File: src/sv/job_status_edge_tracker_assert.svh
// Assertion macros shared by the job status edge tracker.
`ifndef JOB_STATUS_EDGE_TRACKER_ASSERT_SVH
`define JOB_STATUS_EDGE_TRACKER_ASSERT_SVH

// Same-cycle implication, clocked on clk and quiet during rst
`define JSET_ASSERT_NOW(label, ante, cons) \
  label: assert property (@(posedge clk) disable iff (rst) (ante) |-> (cons)) \
    else $error("job status edge tracker: check failed");

// Next-cycle implication, clocked on clk and quiet during rst
`define JSET_ASSERT_NEXT(label, ante, cons) \
  label: assert property (@(posedge clk) disable iff (rst) (ante) |=> (cons)) \
    else $error("job status edge tracker: check failed");

`endif

File: src/sv/jset_pkg.sv
// Shared types, constants and functions of the job status edge tracker.
package jset_pkg;

  localparam int ENTRIES = 12;
  localparam int IDX_W   = (ENTRIES > 1) ? $clog2(ENTRIES) : 1;

  localparam logic [2:0] ST_OFFLINE        = 3'd0;
  localparam logic [2:0] ST_IDLE           = 3'd1;
  localparam logic [2:0] ST_RUNNING        = 3'd2;
  localparam logic [2:0] ST_DONE           = 3'd3;
  localparam logic [2:0] ST_ERROR          = 3'd4;
  localparam logic [2:0] ST_WAIT_INPUT     = 3'd5;
  localparam logic [2:0] ST_AWAIT_APPROVAL = 3'd6;
  localparam logic [2:0] ST_OTHER          = 3'd7;

  localparam logic [1:0] SND_NONE  = 2'd0;
  localparam logic [1:0] SND_DONE  = 2'd1;
  localparam logic [1:0] SND_ERROR = 2'd2;
  localparam logic [1:0] SND_NEEDS = 2'd3;

  typedef logic [IDX_W-1:0] idx_t;

  typedef struct packed {
    logic [31:0] job_key;
    logic [2:0]  job_status;
  } req_t;

  typedef struct packed {
    logic       is_edge;
    logic [1:0] sound_code;
  } result_t;

  typedef logic [ENTRIES-1:0][31:0] key_array_t;
  typedef logic [ENTRIES-1:0]       used_array_t;

  typedef struct packed {
    logic hit;
    idx_t hit_idx;
    logic free_found;
    idx_t free_idx;
  } lookup_t;

  // Map a status to the sound that an edge into it raises
  function automatic logic [1:0] sound_for(input logic [2:0] status);
    logic [1:0] snd;
    unique case (status) inside
      ST_DONE:                          snd = SND_DONE;
      ST_ERROR:                         snd = SND_ERROR;
      ST_WAIT_INPUT, ST_AWAIT_APPROVAL: snd = SND_NEEDS;
      default:                          snd = SND_NONE;
    endcase
    return snd;
  endfunction

endpackage

File: src/sv/jset_lookup.sv
// Parallel key compare and lowest-free-entry pick over the job table.
module jset_lookup (
  input  logic [31:0]          key,
  input  jset_pkg::key_array_t keys,
  input  jset_pkg::used_array_t used,
  output jset_pkg::lookup_t    lookup
);

  // Scan from the top down so the lowest matching and lowest free entry win
  always_comb begin
    lookup = '0;
    for (int i = jset_pkg::ENTRIES - 1; i >= 0; i--) begin
      if (used[i] && (keys[i] == key)) begin
        lookup.hit     = 1'b1;
        lookup.hit_idx = jset_pkg::IDX_W'(i);
      end
      if (!used[i]) begin
        lookup.free_found = 1'b1;
        lookup.free_idx   = jset_pkg::IDX_W'(i);
      end
    end
  end

endmodule

File: src/sv/jset_table.sv
// Job table storage, update decision and round-robin eviction pointer.
module jset_table (
  input  logic                  clk,
  input  logic                  rst,
  input  logic                  item_valid,
  input  jset_pkg::req_t        item,
  input  jset_pkg::lookup_t     lookup,
  output jset_pkg::key_array_t  keys,
  output jset_pkg::used_array_t used,
  output jset_pkg::result_t     decision
);

  logic [jset_pkg::ENTRIES-1:0][2:0] status;
  logic [jset_pkg::ENTRIES-1:0][2:0] status_next;
  jset_pkg::key_array_t              keys_next;
  jset_pkg::used_array_t             used_next;
  jset_pkg::idx_t                    ptr;
  jset_pkg::idx_t                    ptr_next;
  jset_pkg::idx_t                    slot;

  // Decide the table update and the result for the request in flight
  always_comb begin
    keys_next   = keys;
    status_next = status;
    used_next   = used;
    ptr_next    = ptr;
    decision    = '0;
    slot        = lookup.hit ? lookup.hit_idx :
                  (lookup.free_found ? lookup.free_idx : ptr);
    if (item_valid) begin
      if (item.job_status == jset_pkg::ST_OFFLINE) begin
        // Drop a live job; unknown keys are ignored
        if (lookup.hit) begin
          used_next[lookup.hit_idx] = 1'b0;
          decision.is_edge          = 1'b1;
        end
      end else if (!(lookup.hit && (status[lookup.hit_idx] == item.job_status))) begin
        if (!lookup.hit) begin
          // Advance the eviction pointer only when the table is full
          if (!lookup.free_found) begin
            ptr_next = (ptr == jset_pkg::IDX_W'(jset_pkg::ENTRIES - 1)) ?
                       '0 : ptr + jset_pkg::IDX_W'(1);
          end
          used_next[slot] = 1'b1;
          keys_next[slot] = item.job_key;
        end
        status_next[slot]   = item.job_status;
        decision.is_edge    = 1'b1;
        decision.sound_code = jset_pkg::sound_for(item.job_status);
      end
    end
  end

  // Hold keys and statuses; they are read only where the used bit is set
  always_ff @(posedge clk) begin
    keys   <= keys_next;
    status <= status_next;
  end

  // Clear the used bits and pointer on reset
  always_ff @(posedge clk) begin
    if (rst) begin
      used <= '0;
      ptr  <= '0;
    end else begin
      used <= used_next;
      ptr  <= ptr_next;
    end
  end

endmodule

File: src/sv/job_status_edge_tracker.sv
// Top level of the job status edge tracker: request register, table, result register.
//
//   channel  | handshake      | payload
//   request  | start, busy    | req    (job_key, job_status)
//   result   | valid (strobe) | result (is_edge, sound_code)
//
// One request is taken every cycle while busy is low; the result strobes from the result register,
// which follows the request register. The table lookup, free-entry pick and update run
// combinationally between the request register and the result register.
// Reset clears the used bits, the eviction pointer and both valid flags; busy is
// high only while rst is asserted. The receiver cannot stall the result strobe.
`include "job_status_edge_tracker_assert.svh"

module job_status_edge_tracker (
  input  logic                clk,
  input  logic                rst,
  input  logic                start,
  output logic                busy,
  input  jset_pkg::req_t      req,
  output logic                valid,
  output jset_pkg::result_t   result
);

  logic                  in_valid;
  jset_pkg::req_t        in_req;
  jset_pkg::lookup_t     lookup;
  jset_pkg::key_array_t  keys;
  jset_pkg::used_array_t used;
  jset_pkg::result_t     decision;

  assign busy = rst;

  // Capture an accepted request
  always_ff @(posedge clk) begin
    if (rst) begin
      in_valid <= 1'b0;
    end else begin
      in_valid <= start && !busy;
    end
  end

  always_ff @(posedge clk) begin
    if (start && !busy) begin
      in_req <= req;
    end
  end

  jset_lookup u_lookup (
    .key    (in_req.job_key),
    .keys   (keys),
    .used   (used),
    .lookup (lookup)
  );

  jset_table u_table (
    .clk        (clk),
    .rst        (rst),
    .item_valid (in_valid),
    .item       (in_req),
    .lookup     (lookup),
    .keys       (keys),
    .used       (used),
    .decision   (decision)
  );

  // Register the result and its one-cycle strobe
  always_ff @(posedge clk) begin
    if (rst) begin
      valid <= 1'b0;
    end else begin
      valid <= in_valid;
    end
  end

  always_ff @(posedge clk) begin
    result <= decision;
  end

  `JSET_ASSERT_NEXT(a_result_follows, in_valid, valid)
  `JSET_ASSERT_NEXT(a_no_spurious_result, !in_valid, !valid)
  `JSET_ASSERT_NOW(a_sound_needs_edge, valid && (result.sound_code != jset_pkg::SND_NONE), result.is_edge)

endmodule
File: config.mk
export PLATFORM = sky130hd
export DESIGN_NAME = job_status_edge_tracker
export DESIGN_NICKNAME = d
export VERILOG_FILES = /design/src/sv/jset_pkg.sv /design/src/sv/jset_lookup.sv /design/src/sv/jset_table.sv /design/src/sv/job_status_edge_tracker.sv
export VERILOG_INCLUDE_DIRS = /design/src /design/src/sv
export SDC_FILE = /design/constraint.sdc
export NUM_CORES = 1
export LEC_CHECK = 0
export ABC_AREA = 0
export BUFFER_PORTS_ARGS = -buffer_cell sky130_fd_sc_hd__buf_2
export CORE_UTILIZATION = 31
export DETAILED_ROUTE_END_ITERATION = 8
export PLACE_DENSITY = 0.52
export SYNTH_ARGS = -nofsm -noshare
export SYNTH_HDL_FRONTEND = slang
export SYNTH_HIERARCHICAL = 1
export SYNTH_SLANG_ARGS = --single-unit
export TNS_END_PERCENT = 10
File: constraint.sdc
create_clock -name clk -period 14.4 [get_ports clk]
set_clock_uncertainty 0.1 [all_clocks]
set_input_delay 2.88 -clock clk [delete_from_list [all_inputs] [get_ports clk]]
set_output_delay 2.88 -clock clk [all_outputs]
set_load 0.1 [all_outputs]
Word-level counts from Yosys, hierarchy flattened:

Cells that the tools add are included.

* bitwise logic cells: 8
* reduce and logical (&&, ||, !) cells: 24
* mux-type cells: 47
* eq/ne operators: 21
* order comparisons: 4
* add/subtract/negate cells: 1

Operator list (number)
* 384-bit bitwise mux: 1
* 32-bit equality test: 12
* 32-bit demux with 4-bit select: 1
* 5-bit two-way mux: 24
* 12-bit two-way mux: 4
* 36-bit bitwise mux: 1
* 32-bit two-way mux: 1
* 1-bit logical AND: 16
* 12-bit bitwise AND: 1
* 3-bit binary-select mux with 4-bit select: 1
* 3-bit demux with 4-bit select: 1
* 4-bit two-way mux: 3
* 12-bit inverter: 1
* 12-bit bitwise OR: 1
* 4-bit by 5-bit < comparator with 1-bit output, second input constant: 2
* 3-bit equality test, second input constant: 3
* 3-bit two-way mux: 3
* 1-bit demux with 4-bit select: 2
* 4-bit by 1-bit >= comparator with 1-bit output, second input constant: 2
* 4-bit AND reduction: 2
* 2-bit case mux with 3 select lines: 1
* 1-bit inverter: 5
* 5-bit AND reduction: 1
* 4-bit by 1-bit adder with 4-bit output, second input constant: 1
* other kinds (11): 15

* register bits after elaboration: 476
* output and inout port bits: 5
* logic and storage cells: 137

Depth between registers and ports, before layout:

Gate-level depths: netlist of run 1.

* depth after elaboration: 23
* gate-level depth with buffers: 20
* gate-level depth less buffers: 15

Cells and area by module:

Netlist of run 1, hierarchy kept.

By module, submodules not included
* jset_table: seq. area each 12932.4 um^2, area an instance 14062.2 um^2, cells an instance 604, instances 1
* jset_lookup: seq. area each 0.0 um^2, area an instance 4783.3 um^2, cells an instance 596, instances 1
* job_status_edge_tracker: seq. area each 1151.1 um^2, area an instance 1177.4 um^2, cells an instance 44, instances 1

Worst setup path before layout of run 1:

No wires, ideal clock.

* path kind: in2out
* start point: input port rst
* end point: output port busy
* buffers on the path: 1
* stages: 1
* arrival: 3.143 ns
* setup slack: 8.277 ns
* cells stage by stage: buf_4

RTL lines
* start: declaration: RTL line job_status_edge_tracker.sv:16 `input logic rst,`
* end: declaration: RTL line job_status_edge_tracker.sv:18 `output logic busy,`

No word-level cell between the ends.

Worst setup path in the final report of run 1:

* start point: input port rst
* end point: output port busy

No word-level cell between the ends.

==> results of run 1 <==
## cells in the final DEF, fill, tap and decap left out, drive strengths merged, types with 2 or more instances in the layout
master / synthesis / routed
nor3: 13 / 13
mux2: 2 / 2
inv: 19 / 21
nand3: 27 / 27
o21ai: 22 / 22
a31oi: 4 / 4
nor2: 11 / 11
xnor2: 314 / 314
nand2b: 4 / 4
a21boi: 2 / 2
buf: 39 / 89
and3: 4 / 4
xor2: 74 / 74
clkbuf: 6 / 72
o21a: 2 / 2
nand4: 84 / 84
clkinv: 2 / 19
or4: 8 / 8
mux2i: 10 / 10
edfxtp: 455 / 455
a41oi: 2 / 2
nor2b: 9 / 9
dfxtp: 21 / 21
or3: 4 / 4
a21oi: 21 / 21
mux4: 7 / 7
nand2: 30 / 30
nor4: 38 / 38
## registers in the layout, summed over array words and instances (netlist names)
register and flops:
u_table/keys 384, in_req 35, in_valid 1, u_table/used 12, u_table/ptr 4, result 3, valid 1, u_table/status 36
## per-stage QoR
step / hold WS, ns / setup WS [ns] / instances
after detailed placement: 0.3886 / 7.690 / 2134
after global placement: 0.4037 / 7.697 / 2134
after floorplan: 0.3673 / 8.277 / 1244
final: 0.4054 / 7.703 / 2226
after global routing: 0.4488 / 7.654 / 2226
after CTS: 0.4039 / 7.689 / 2226
## synth_stat cells, types with 5 or more instances
library cell | count | area share
a21oi_1 | 18 | 0.0045
buf_2 | 8 | 0.0020
buf_4 | 7 | 0.0026
buf_6 | 21 | 0.012
clkbuf_1 | 5 | 0.00094
dfxtp_1 | 21 | 0.021
edfxtp_1 | 455 | 0.68
inv_1 | 18 | 0.0034
mux2i_1 | 10 | 0.0050
mux4_2 | 5 | 0.0056
nand2_1 | 30 | 0.0056
nand3_1 | 26 | 0.0065
nand4_1 | 83 | 0.026
nor2_1 | 11 | 0.0021
nor2b_1 | 9 | 0.0028
nor3_1 | 11 | 0.0027
nor4_1 | 37 | 0.012
o21ai_0 | 17 | 0.0042
xnor2_1 | 310 | 0.14
xor2_1 | 74 | 0.032
## routing by layer
metal / part of all wire / vias to the layer above / wire, µm / track usage
met1: 0.47 / 5196 / 21600 / 0.1951
met2: 0.47 / 166 / 21590 / 0.2300
li1: - / 4795 / - / -
met3: 0.033 / 70 / 1526 / 0.02119
met4: 0.021 / 2 / 937 / 0.04142
met5: 0.00028 / - / 13 / 0
## logic make-up (layout without fill, tap and decap cells)
family	after synthesis	in the layout	synth area share
adder cells (fa/ha/maj)	1	1	0.0006248
XOR/XNOR	388	388	0.1712
multiplexers	19	19	0.01437
AO/OA/AOI/OAI	58	58	0.01793
flip-flops	476	476	0.7034
buffers and inverters	66	202	0.02350
AND/OR/NAND/NOR	236	236	0.06899
## layout make-up
type	count	area (µm²)	area share
Clock buffer	72	1416	0.06200
Clock inverter	20	162.7	0.007120
Inverter	21	78.83	0.003450
Multi-Input combinational cell	702	5483	0.2400
Sequential cell	476	14080	0.6165
Tap cell	846	1059	0.04633
Timing Repair Buffer	89	563.0	0.02465
## path summary, 6_finish.rpt
path                                                     from                            end  slack [ns]  cells after the start
worst max register to register            in_req[5]$_DFFE_PP_    u_table/keys[224]$_DFFE_PP_        8.41                     12
worst min-delay path            u_table/used[10]$_SDFFE_PP0P_  u_table/used[10]$_SDFFE_PP0P_        0.41                      2
worst min register to register  u_table/used[10]$_SDFFE_PP0P_  u_table/used[10]$_SDFFE_PP0P_        0.41                      2
worst max-delay path                                      rst                           busy        7.70                      2
## power breakdown
| group | switching (mW) | internal (mW) | total [mW] | leakage [nW] |
|---|---|---|---|---|
| clock | 0.538 | 0.705 | 1.24 | 0.772 |
| combinational | 0.115 | 0.0615 | 0.177 | 1.98 |
| sequential | 0.00921 | 1.54 | 1.55 | 4.28 |
| total | 0.662 | 2.30 | 2.97 | 7.03 |
==> impl_metrics.toml, run 1 <==
[critical_path]
worstPathCellList = "buf_2, buf_2"
worstPathArrival_ns = 3.72
cpLargestDelayFamily = "buffers and inverters"
crit_top_cell = "buf_2"
slowest_delay_ns = 0.51
cp-start-kind = "primary input"
criticalPathCategory = "in -> out"
cp_slowest_cell = "buf_2"
crit_buf_inv = 2
worstPathRequired_ns = 11.42
cp-end-kind = "primary output"
path_max_fanout = 20

[pwr]
p_leak_nw = 7.033
vdd_drop_max_uv = 97.08
power.density_nw_per_um2 = 129.9
power_mw = 2.967

[clocking]
cts_buffer_depth = 3
root_buffer = "clkbuf_16"
numClockSinks = 476
numCtsBuffers = 51
clk_pin_slew_worst_paths_ns = 0.06
post_cts_buffers = 0
holdBufCountCts = 0
h-tree-depth = 2
cts_tree = "done"
cts_resized = 0
clock_latency_ns = 0.61

[placement]
place_congestion = 0.8280
io_buffer_count = 42
dp_hpwl_um = 26160
placed_area_um2 = 21270

[cells_and_area]
final_cell_area_um2 = 22850
utilization = 0.3602
drive_above_1_share = 0.1348
area_growth_pct = 14.10
n_fill_cell = 5987
nNetsFinal = 1380
antenna_cells = 0

[global_route]
grt_overflow = 0
grt_pass1_wl_um = 68750
grt_start_max_net_pins = 36
grt_pass1_vias = 10390
grtUsageTotal = 0.1415
antenna_found_initial = 2

[detailed_routing]
dr.pass1.iters = 5
via_count = 10230
totalWireLength_um = 45660
postRouteAntennaNets = 0
post_drt_via_cell_ratio = 4.595
post-route-drc-count = 0
dr.first_iter.drc_count = 633
post_drt_wl_per_cell_um = 20.51

[synthesis]
seq_area_frac_synth = 0.7034
synth_area_per_cell_um2 = 16.10
ys_ff_latch = 476
synth_nets = 1283
yosysWarnings = 6
ys_types = 56
syn_area_um2 = 20020
synthCells = 1244
ys_async_sr_fraction = 0
synth_flop_cell = "edfxtp_1"
synth-edff-count = 455

[outcome]
outcome = "completed"

[die]
die_x_um = 256.1
die_y_um = 256.1
core_um2 = 63430
io-pin-count = 43
start_util = 0.3157
dieArea_um2 = 65610
rows = 92

[timing]
hold_violations = 0
min_period_over_period = 0.4651
setup_viol = 0
rsz0062_at_grt = "no"
setup-tns-final_ns = 0
period_needed_ns = 6.697
max_freq_mhz = 149.3
worstMarginPinSlew_ns = 1.243
slew_viol_final = 0
slew_headroom = 0.1705

[min_path]
hp-class = "reg -> reg"

[run]
maxCapViolCount = 0
Power figures use the tool's default switching activity.
==> inputs of run 2 (changes only) <==
ABC_AREA = 1   (was 0)
clock period = 6.85 ns   (was 14.4 ns; I/O delays follow)
==> run 2 against run 1 <==
Sequential power is 110% higher. Via count is 42% higher. Global-route usage is 5.3 points higher. Setup slack worse by 6.8 ns. Critical endpoint is now u_table/keys[357]$_DFFE_PP_. Largest cell class unchanged. Largest power group unchanged.
==> impl_metrics.toml, run 2 <==
[outcome]
outcome = "completed"

[min_path]
hold_end = "valid$_SDFF_PP0_"
hp-start = "in_valid$_SDFF_PP0_"
min_path_cells = 2
hp-class = "reg -> reg"

[timing]
slew_viol_final = 0
setup-tns-final_ns = 0
rsz0062_at_grt = "no"
hold_violations = 0
worstMarginPinSlew_ns = 0.9389
max_freq_mhz = 169.6
period_needed_ns = 5.898
slew_headroom = 0.3741
setup_viol = 0
min_period_over_period = 0.8610

[cells_and_area]
final_cell_area_um2 = 24110
largest_register_ffs = 384
final_cell_mix = "edfxtp_1 (455), nand2_1 (440), nor2_1 (144), inv_1 (117), xnor2_1 (96)"
n_fill_cell = 6527
regMostFlops = "u_table/keys"
antenna_cells = 0
area_growth_pct = 14.44
top_regs = "u_table/keys (384), u_table/status (36), in_req (35)"
final_common_cell = "edfxtp_1"
nNetsFinal = 1957
utilization = 0.3590
drive_above_1_share = 0.1377

[critical_path]
crit_top_cell = "nor2_1"
ff2ff_path_depth = 16
cpLargestDelayFamily = "simple AND/OR/NAND/NOR gates"
slowest_delay_ns = 0.82
path_max_fanout = 22
worstPathRequired_ns = 7.03
reg2reg_from = "in_req[22]$_DFFE_PP_"
worstPathCellList = "inv_2, a22o_1, nor2_1, nand3_1, nor4_1, nand4_1, nand2_1, nor2_1, nor2_1, inv_2, o21ai_0, nand2_1, nor2_1, inv_1, nor2_4, buf_4"
cp_slowest_cell = "edfxtp_1"
crit_buf_inv = 4
worstPathArrival_ns = 6.08
cp-start-kind = "flip-flop"
criticalPathCategory = "reg -> reg"
rrSetupSlack_ns = 0.95
rr_endpoint = "u_table/keys[357]$_DFFE_PP_"
cp-end-kind = "flip-flop"

[die]
die_y_um = 262.7
io-pin-count = 43
die_x_um = 262.7
dieArea_um2 = 69010
core_um2 = 67160
rows = 95
start_util = 0.3137

[pwr]
p_leak_nw = 8.498
power.density_nw_per_um2 = 276.1
vdd_drop_max_uv = 192.0

[global_route]
grt_pass1_vias = 13860
grt_overflow = 0
grt_pass1_wl_um = 96540
grt_start_max_net_pins = 36
grtUsageTotal = 0.1944
antenna_found_initial = 2

[detailed_routing]
totalWireLength_um = 67660
postRouteAntennaNets = 0
drt-met1-wl_um = 28110
top_layer_used = "met4"
post_drt_wl_per_cell_um = 23.87
wl_met3_um = 5694
post-route-drc-count = 0
dr.pass1.iters = 6
dr.first_iter.drc_count = 1630
route.met2.wl_um = 31360
post_drt_via_cell_ratio = 5.108
via_count = 14480

[synthesis]
synthCells = 1832
synth_top_cell_by_area = "edfxtp_1"
synth_nets = 1871
yosysWarnings = 6
ys_async_sr_fraction = 0
ys_types = 50
ys_top_cells_by_area = "edfxtp_1 (65%), nand2_1 (7.8%), xnor2_1 (4.0%)"
synth_flop_cell = "edfxtp_1"
ys_ff_latch = 476
yosysMostFrequentCell = "edfxtp_1"
syn_area_um2 = 21070
synth_area_per_cell_um2 = 11.50
seq_area_frac_synth = 0.6684
netlist_top_cells_count = "edfxtp_1 (455), nand2_1 (440), nor2_1 (157)"
synth-edff-count = 455
synth_top_cell_area_share = 0.6485

[clocking]
clock_latency_ns = 0.62
clk_pin_slew_worst_paths_ns = 0.06
cts_resized = 0
numClockSinks = 476
post_cts_buffers = 0
cts_buffer_depth = 3
cts_tree = "done"
h-tree-depth = 2
holdBufCountCts = 0
numCtsBuffers = 53
root_buffer = "clkbuf_16"

[run]
maxCapViolCount = 0

[placement]
dp_hpwl_um = 44010
io_buffer_count = 42
place_congestion = 0.9030
placed_area_um2 = 22330
-- run 2: cell types whose count changed after synthesis, moves of 47 or more --
cell	before	now
nand2_1	30	440
xnor2_1	310	96
nor2_1	11	157
inv_1	18	117
o21ai_0	17	95
xor2_1	74	18
o22ai_1	0	47
-- run 2: worst max-delay path by stage --
| stage | start | endpoint | slack [ns] | cells past startpoint |
|---|---|---|---|---|
| floorplan | in_req[33]$_DFFE_PP_ | u_table/keys[352]$_DFFE_PP_ | 2.25 | 20 |
| global placement | in_req[22]$_DFFE_PP_ | u_table/keys[353]$_DFFE_PP_ | 1.14 | 16 |
| detailed placement | in_req[22]$_DFFE_PP_ | u_table/keys[369]$_DFFE_PP_ | 0.99 | 16 |
| CTS | in_req[22]$_DFFE_PP_ | u_table/keys[381]$_DFFE_PP_ | 0.95 | 16 |
| global route | in_req[22]$_DFFE_PP_ | u_table/keys[357]$_DFFE_PP_ | 0.65 | 16 |
| finish | in_req[22]$_DFFE_PP_ | u_table/keys[357]$_DFFE_PP_ | 0.95 | 16 |
-- run 2: layout make-up --
class	count	area, µm²	area share
timing repair buffer	96	615.6	0.02553
clock inverter	39	434.2	0.01801
sequential	476	14080	0.5841
inverter	145	556.8	0.02309
clock buffer	59	1349	0.05594
tap	873	1092	0.04530
multi-input combinational	1146	5981	0.2480
-- run 2: layer usage --
layer | track usage | up-vias
met1 | 0.2585 | 7120
met3 | 0.04226 | 127
met5 | 0 | -
li1 | - | 6571
met2 | 0.3112 | 659
met4 | 0.07138 | 0
-- run 2: where the power goes --
group | switching, mW | total [mW] | internal [mW]
Clock | 1.22 | 2.95 | 1.73
Combinational | 0.321 | 0.433 | 0.112
Sequential | 0.0423 | 3.27 | 3.23
Total | 1.59 | 6.66 | 5.07
-- run 2: logic make-up (layout without fill, tap and decap cells) --
kind of cell | after synthesis | in the layout | synth area share
XOR/XNOR | 114 | 114 | 0.04739
flip-flops | 476 | 476 | 0.6684
adder cells (fa/ha/maj) | 1 | 1 | 0.0005937
AND/OR/NAND/NOR | 774 | 774 | 0.1565
AO/OA/AOI/OAI | 257 | 257 | 0.07470
buffers and inverters | 210 | 339 | 0.05237
-- run 2: per-stage QoR --
step | power, mW | setup slack, ns | hold slack [ns] | std cells
3_5_place_dp | 3.768 | 0.9881 | 0.3869 | 2736
4_1_cts | 6.711 | 0.9458 | 0.3959 | 2834
6_report | 6.657 | 0.9523 | 0.3901 | 2834
5_1_grt | 6.847 | 0.6512 | 0.4115 | 2834
2_1_floorplan | 3.573 | 2.245 | 0.3213 | 1832
3_3_place_gp | 3.766 | 1.137 | 0.3736 | 2736
-- run 2: tightest hold or removal path, cell delays in order (launching register included) --
cell	delay, ns
dfxtp_1	0.35
inv_1	0.07
nor2_1	0.03
==> inputs of run 3 (changes only) <==
CORE_UTILIZATION = 45   (was 31)
CTS_CLUSTER_DIAMETER = 30   (was unset)
PLACE_DENSITY = 0.67   (was 0.52)
==> run 3 against run 2 <==
Combinational power is essentially flat. Setup slack gained 0.37 ns. Largest cell class unchanged. Critical path type unchanged. Clock power grew 53%.
==> impl_metrics.toml, run 3 (synthesis gave the netlist of run 2 again) <==
[pwr]
power_mw = 8.221
power.density_nw_per_um2 = 326.2
p_leak_nw = 9.163
vdd_drop_max_uv = 290.1

[timing]
period_needed_ns = 5.531
min_period_over_period = 0.8075
hold_violations = 0
rsz0062_at_grt = "no"
slew_headroom = 0.4670
slew_viol_final = 0
max_freq_mhz = 180.8
setup_viol = 0
worstMarginPinSlew_ns = 0.7996
setup-tns-final_ns = 0

[placement]
place_congestion = 0.9606
io_buffer_count = 42
dp_hpwl_um = 39790

[critical_path]
criticalPathCategory = "reg -> reg"
cpLargestDelayFamily = "simple AND/OR/NAND/NOR gates"
worstPathRequired_ns = 7.01
cp-end-kind = "flip-flop"
crit_buf_inv = 4
worstPathCellList = "inv_4, a21oi_1, nand2_1, nor3_1, nand4_1, nor4_1, nand3_1, nand2_1, nor2_1, nand3_1, inv_1, o21ai_0, inv_1, nor2_1, nand2_1, nor2_4, buf_4"
slowest_delay_ns = 0.86
worstPathArrival_ns = 5.69
path_max_fanout = 32
cp-start-kind = "flip-flop"
cp_slowest_cell = "edfxtp_1"
crit_top_cell = "nand2_1"

[clocking]
clock_latency_ns = 0.65
holdBufCountCts = 0
h-tree-depth = 3
root_buffer = "clkbuf_16"
numCtsBuffers = 96
cts_buffer_depth = 3
cts_tree = "done"
cts_resized = 0
post_cts_buffers = 0
clk_pin_slew_worst_paths_ns = 0.05
numClockSinks = 476

[global_route]
antenna_found_initial = 0
met2_usage = 0.4100
grt_pass1_vias = 14170
grt_overflow = 0
grt_util_met3 = 0.05122
grtUsageTotal = 0.2662
busiest_layer = "met2"
grt_pass1_wl_um = 91360
grt_start_max_net_pins = 36
grt.met1_usage = 0.3604

[die]
io-pin-count = 43
die_y_um = 218.4
die_x_um = 218.4
rows = 78
dieArea_um2 = 47690
start_util = 0.4603
core_um2 = 45770

[cells_and_area]
regMostFlops = "u_table/keys"
largest_register_ffs = 384
final_common_cell = "edfxtp_1"
antenna_cells = 0
top_regs = "u_table/keys (384), u_table/status (36), in_req (35)"
drive_above_1_share = 0.1712
multi_input_area_um2 = 5981
n_fill_cell = 3734
final_cell_mix = "edfxtp_1 (455), nand2_1 (440), nor2_1 (144), inv_1 (117)"
area_growth_pct = 19.61
regArea_um2 = 14080
nNetsFinal = 2003

[outcome]
outcome = "completed"

[detailed_routing]
postRouteAntennaNets = 0
totalWireLength_um = 62440
post_drt_via_cell_ratio = 5.626
post_drt_wl_per_cell_um = 23.61
dr.first_iter.drc_count = 1892
via_count = 14880
dr.pass1.iters = 5
post-route-drc-count = 0

[run]
maxCapViolCount = 0

[min_path]
hp-class = "reg -> reg"
## run 3: changes by cell type in the layout (fill, tap and decap cells not counted)
cell and delta:
clkinv_16 +2, clkinvlp_4 +14, clkinv_8 -1, inv_6 +4, inv_16 +2, buf_4 +3, clkbuf_16 +43, clkinv_4 +2
clkinv_2 +8, clkbuf_1 +3, clkbuf_8 +3
## run 3: final cells by class
type,count,area share
sequential,476,0.5588
clock buffer,108,0.09830
inverter,145,0.02209
timing repair buffer,99,0.02532
tap,600,0.02979
multi-input combinational,1146,0.2373
clock inverter,70,0.02840
## run 3: power by group
part	internal [mW]	leakage, nW	switching [mW]	total, mW
Sequential	3.24	4.28	0.0348	3.28
Clock	2.92	1.53	1.59	4.52
Combinational	0.113	3.35	0.317	0.430
## run 3: through the flow
step / utilization / area (µm²) / instances / hold slack (ns) / setup WS (ns)
2_1_floorplan: - / 21070 / 1832 / 0.3213 / 2.245
3_3_place_gp: 0.4809 / 22010 / 2466 / 0.3796 / 1.618
3_5_place_dp: 0.4809 / 22010 / 2466 / 0.3792 / 1.555
4_1_cts: 0.5506 / 25200 / 2644 / 0.3857 / 1.524
5_1_grt: 0.5506 / 25200 / 2644 / 0.4072 / 1.060
6_report: 0.5506 / 25200 / 2644 / 0.3706 / 1.319
## run 3: final timing paths
path | start | to | slack, ns | depth (start not counted)
setup / recovery | in_req[9]$_DFFE_PP_ | u_table/keys[330]$_DFFE_PP_ | 1.32 | 17
hold / removal | in_valid$_SDFF_PP0_ | valid$_SDFF_PP0_ | 0.37 | 2
setup reg to reg | in_req[9]$_DFFE_PP_ | u_table/keys[330]$_DFFE_PP_ | 1.32 | 17
hold reg to reg | in_valid$_SDFF_PP0_ | valid$_SDFF_PP0_ | 0.37 | 2
## run 3: tightest hold or removal path, cell delays in order (launching register included)
cell and delay, ns:
dfxtp_1 0.33, inv_1 0.06, nor2_1 0.03
## run 3: metal layers
layer	share of wire	vias up	wire, µm
met5	0	-	0
met4	0.042	0	2643
met3	0.10	153	6251
met2	0.46	891	28620
met1	0.40	7129	24920
li1	-	6702	-
